--- src/mwl_pkg.sv ---
package mwl_pkg;

   localparam int SAMPLE_W = 16;
   localparam int TARGET_W = 26;
   localparam logic [TARGET_W-1:0] TARGET_RESET = TARGET_W'(1);

   typedef struct packed {
      logic accept;
      logic pop_read;
      logic pop_apply;
      logic emit;
   } cmd_type;

   typedef struct packed {
      logic qualify;
      logic last;
      logic rsp_free;
   } sts_type;

endpackage

--- src/mwl_ctrl.sv ---
module mwl_ctrl (
   input  logic              clock,
   input  logic              reset,
   input  logic              req_valid,
   output logic              req_stall,
   input  mwl_pkg::sts_type  sts,
   output mwl_pkg::cmd_type  cmd
);
   import mwl_pkg::*;

   localparam logic [1:0] S_IDLE  = 2'd0;
   localparam logic [1:0] S_CHECK = 2'd1;
   localparam logic [1:0] S_POP   = 2'd2;
   localparam logic [1:0] S_EMIT  = 2'd3;

   logic [1:0] state_ff;
   logic [1:0] state_in;

   always_comb begin
      state_in = state_ff;
      cmd      = '0;
      case (state_ff)
         S_IDLE: begin
            if (req_valid) begin
               cmd.accept = 1'b1;
               state_in   = S_CHECK;
            end
         end
         S_CHECK: begin
            if (sts.qualify) begin
               cmd.pop_read = 1'b1;
               state_in     = S_POP;
            end else if (sts.last) begin
               state_in = S_EMIT;
            end else begin
               state_in = S_IDLE;
            end
         end
         S_POP: begin
            cmd.pop_apply = 1'b1;
            state_in      = S_CHECK;
         end
         S_EMIT: begin
            if (sts.rsp_free) begin
               cmd.emit = 1'b1;
               state_in = S_IDLE;
            end
         end
         default: begin
            state_in = S_IDLE;
         end
      endcase
   end

   always_ff @(posedge clock) begin
      if (reset) begin
         state_ff <= S_IDLE;
      end else begin
         state_ff <= state_in;
      end
   end

   assign req_stall = (state_ff != S_IDLE);

endmodule

--- config.mk ---
export PLATFORM = sky130hd
export DESIGN_NAME = mwl_ctrl
export DESIGN_NICKNAME = d
export VERILOG_FILES = /design/src/mwl_pkg.sv /design/src/mwl_ctrl.sv
export SDC_FILE = /design/constraint.sdc
export NUM_CORES = 1
export LEC_CHECK = 0
export ABC_CLOCK_PERIOD_IN_PS = 900
export BUFFER_PORTS_ARGS = -buffer_cell sky130_fd_sc_hd__buf_2
export CORE_AREA = 2 2 39 41
export DETAILED_ROUTE_END_ITERATION = 8
export DIE_AREA = 0 0 41 43
export PLACE_DENSITY_LB_ADDON = 0.15
export SYNTH_ARGS = -nofsm -noshare
export SYNTH_HDL_FRONTEND = slang
export SYNTH_SLANG_ARGS = --single-unit
--- constraint.sdc ---
create_clock -name clock -period 0.9 [get_ports clock]
set_input_delay 0.135 -clock clock [delete_from_list [all_inputs] [get_ports clock]]
set_output_delay 0.135 -clock clock [all_outputs]
set_load 0.02 [all_outputs]
# ---- After elaboration in Yosys (flattened, before gate mapping)
# Cells that the tools add are included.
dict set report totals {
  register_bits 2
  in_bits 6
  out_inout_bits 5
  wordCells 21
}
dict set report classes {
  eq_ne 5
  mux 12
  n_reduce_logical 3
}
# op n
set ops {}
lappend ops {{$mux 2} 4}
lappend ops {{$pmux 2 s4} 1}
lappend ops {{$mux 1} 7}
lappend ops {{$eq 2x2->1 const B} 2}
lappend ops {{$ne 2x2->1 const B} 2}
lappend ops {{$eq 2x1->1 const B} 1}
lappend ops {{$logic_not 2->1} 1}
lappend ops {{$reduce_and 2->1} 1}
lappend ops {{$reduce_bool 2->1} 1}

# ---- Longest topological paths before layout
dict set report logic_depth {
  depth_word 3
  mapped_depth 2
  ltp_nobuf 2
}

# ---- Worst setup path after synthesis
# No wires, ideal clock.
dict set report synth_path {
  kind {register -> output}
  startpoint {reg state_ff[1]}
  endpoint {out cmd[1] (netlist bit)}
  t_arrival_ns 0.750
  required_ns 0.765
  slack_ns 0.015
  path_stages_with_launch 3
  cell_sequence {dfxtp_1 > inv_1 > nor2_1}
}
# element line_no
set synth_rtl {}
lappend synth_rtl {{start: declaration} mwl_ctrl.sv:16} ;# logic [1:0] state_ff;
lappend synth_rtl {{start signal: assignment} mwl_ctrl.sv:59} ;# state_ff <= state_in;
lappend synth_rtl {{end: declaration} mwl_ctrl.sv:7} ;# output mwl_pkg::cmd_type cmd

==> run summary <==
The clock tree root buffer cell is sky130_fd_sc_hd__clkbuf_4. The max-slew violation count was 0; the final number of setup-violating endpoints was 6. The width of the die was 41 um. After Yosys synthesis, full adders, half adders and majority gates account for 0% of the synthesized area. At the end of routability-driven placement, the weighted congestion stood at 0.6786. Clock-pin slew was measured on the worst setup and hold paths at 30 ps. The flip-flop count of the largest register, all copies and words added came out at 2. By area, the combinational part of the netlist is dominated by simple AND/OR/NAND/NOR gates. The tools report the final hold violation count as 0.

The number of antenna diodes in the final layout is 0. On the final layout, the worst clock skew is 1.937 ps. The final critical path time including I/O delays and setup is 1064 ps, and the routed wire length per instance is 10.73 um. Counting every instance in the synthesized netlist gives 14. For this run, the number of standard cells in the final layout without fillers is 48. Row generation in the floorplan step produced 14 rows.

For this run, the number of Yosys warnings is 0. Dividing the final minimum period by the clock period gives 118.2%. For the worst setup path, the data arrival time is 930 ps.

The logs give 7 for the pin count of the biggest net entering global routing and 43 for the number of cells in the design after placement. After routing the design area is 337.8 sq um. The worst path required time is 760 ps. The critical path in this run is classified as reg2out. The cell area that synthesis handed to floorplanning was 130.1 sq um. The TritonCTS sink count is 2, and the total vias in the final route is 183.

The first detailed-routing pass ran for 2 iterations. The HPWL after detailed placement was 350.7 um. The logs give 940.0 MHz for the maximum frequency from static timing analysis and 222.7 sq um for the post-placement cell area. Of the post-synthesis cell area, the part taken by muxes is 0%. Summing the areas of all xor and xnor instances in the mapped netlist gives 0% of the synthesized area.

The count of nets left with antenna violations once routing finished came out at 0. The checks that failed: setup timing. The iteration-0 DRC count of the detailed router was 1.

The number of nets in the synthesized netlist is 20. The synthesis-stage register bit count was 2; the area growth from synthesis to layout was 159.6%. The tools report the area of the die as 1763 sq um. Minimum hold slack: 118.4 ps. In the routed design, unresolved DRC markers number 0. The die height was 43 um.

Pin placement for this block handled 11 I/O pins. The count of maximum capacitance violations came out at 0. The number of library cell types mapped by synthesis was 10. The global-route wire length before repair was 883 um. Setup repair after global routing could not meet its margin everywhere. The class of the most critical hold timing path was in2reg.

The analysis attributes to cell leakage a power of 0.1462 nW. STA classifies the critical path endpoint as an output pin. For this design the ratio of total power to cell area is 1334 nW/um^2. In the global route stage, overall resource usage came out at 7.700%. For this configuration, the core starts out at a cell density of 9.403%.

The depth of the CTS H-tree is 1. The largest registers in the layout are state_ff (2). Of the cells placed in the final design, the portion with a size suffix greater than 1 is 90.63%. The number of clock buffers added by TritonCTS is 3. Number of global-route vias before repair: 232. Count of buffers inserted at the top-level ports: 10. The synthesized netlist devotes 40.38% of its cell area to simple gates.

The share of synthesized area occupied by flip-flops and latches is 30.77%. In this run the worst path has a maximum fanout of 6. More flip-flops sit in one register than any other, and that register is state_ff. The smallest setup slack after layout came out at -163.9 ps. The via count normalized by instance count was 3.813; the source-to-sink clock delay at the later pin of the worst-skew pair was 230 ps. The run gives 40 as the final net count. The run finished, with violations left. The worst-margin pin slew is 368.2 ps, and the peak supply drop is 266.6 uV. The average cell area after synthesis is 9.295 sq um. The logs give 0 for the initial antenna violation count and 24.41% for the final design utilization. No sink is reached through more buffers than the 2 on the longest clock path. After global routing the overflow that remains totals 0.

The region available for standard cell placement spans 1384 sq um. STA classifies the critical path startpoint as a flip-flop. The tools report the final routed wirelength across all metal layers as 515 um. The logs give 158 for the final-layout fill cell count and 0 for the hold-fix buffer count after cts.

Headroom to the max-slew limit came out at 75.27%. Summing the areas of all compound-gate instances in the mapped netlist gives 23.08% of the synthesized area. TritonCTS built the clock tree.
critical path, stage by stage, from the launching register on:
cell	delay, ps
sky130_fd_sc_hd__dfxtp_4	360
sky130_fd_sc_hd__inv_4	60
sky130_fd_sc_hd__and3_4	170
sky130_fd_sc_hd__buf_6	110
layer usage:
metal,track usage [%],share of wire [%],vias up
met5,0,0,-
met4,10.00,0,0
met3,0.5236,10,0
met2,10.31,46,11
met1,8.889,44,84
li1,-,-,88
kinds of logic (layout without fill, tap and decap cells):
group / Yosys count / in the layout
AND/OR/NAND/NOR: 8 / 8
AO/OA/AOI/OAI: 2 / 2
buffers and inverters: 2 / 20
flip-flops: 2 / 2
report_power, final:
group	total [mW]	switching [mW]	internal, mW
Sequential	0.106	0.0111	0.0944
Combinational	0.140	0.0615	0.0781
Clock	0.206	0.0577	0.148
through the flow:
| step | TNS, ps | worst slack (ps) | power (mW) |
|---|---|---|---|
| 2_1_floorplan | 0 | 15.45 | 0.1534 |
| 3_3_place_gp | -15.17 | -7.922 | 0.2009 |
| 3_5_place_dp | -77.48 | -31.24 | 0.2006 |
| 4_1_cts | -753.9 | -175.6 | 0.4719 |
| 5_1_grt | -882.6 | -191.8 | 0.4829 |
| 6_report | -657.2 | -163.9 | 0.4506 |
repair_timing:
action	4_1_cts	5_1_grt
setup endpoints to repair	6	7
gates resized for setup	20	5
cloned	0	0
setup buffers	3	1
pin swaps	3	2
layout make-up:
class / count / area, sq um / share of cell area, %
Clock buffer: 3 / 22.52 / 6.667
Inverter: 2 / 12.51 / 3.704
Multi-Input combinational cell: 10 / 112.6 / 33.33
Sequential cell: 2 / 47.55 / 14.07
Tap cell: 16 / 20.02 / 5.926
Timing Repair Buffer: 15 / 122.6 / 36.30
final timing paths:
kind | depth (start not counted) | from | endpoint | slack [ps]
max | 3 | state_ff[0]$_SDFFE_PP0P_ | cmd[3] | -160
min | 2 | reset | state_ff[1]$_SDFFE_PP0P_ | 120
max reg2reg | 3 | state_ff[0]$_SDFFE_PP0P_ | state_ff[1]$_SDFFE_PP0P_ | -40
min reg2reg | 2 | state_ff[1]$_SDFFE_PP0P_ | state_ff[1]$_SDFFE_PP0P_ | 570
placed cells by master (no fill, tap or decap), drive strengths merged:
cell,count
inv,2
nor3,1
nand2b,1
a2111oi,1
clkbuf,3
buf,15
nand2,1
nand3b,1
dfxtp,2
and3,3
nor2,1
a311oi,1
cells in the mapped netlist, drive strengths merged:
library cell,n,area share (%)
inv,2,5.8
nand2,1,2.9
a2111oi,1,12
a311oi,1,12
nand3b,1,5.8
and3,3,14
nand2b,1,11
nor2,1,2.9
dfxtp,2,31
nor3,1,3.8
(Power assumes the default switching activity.)
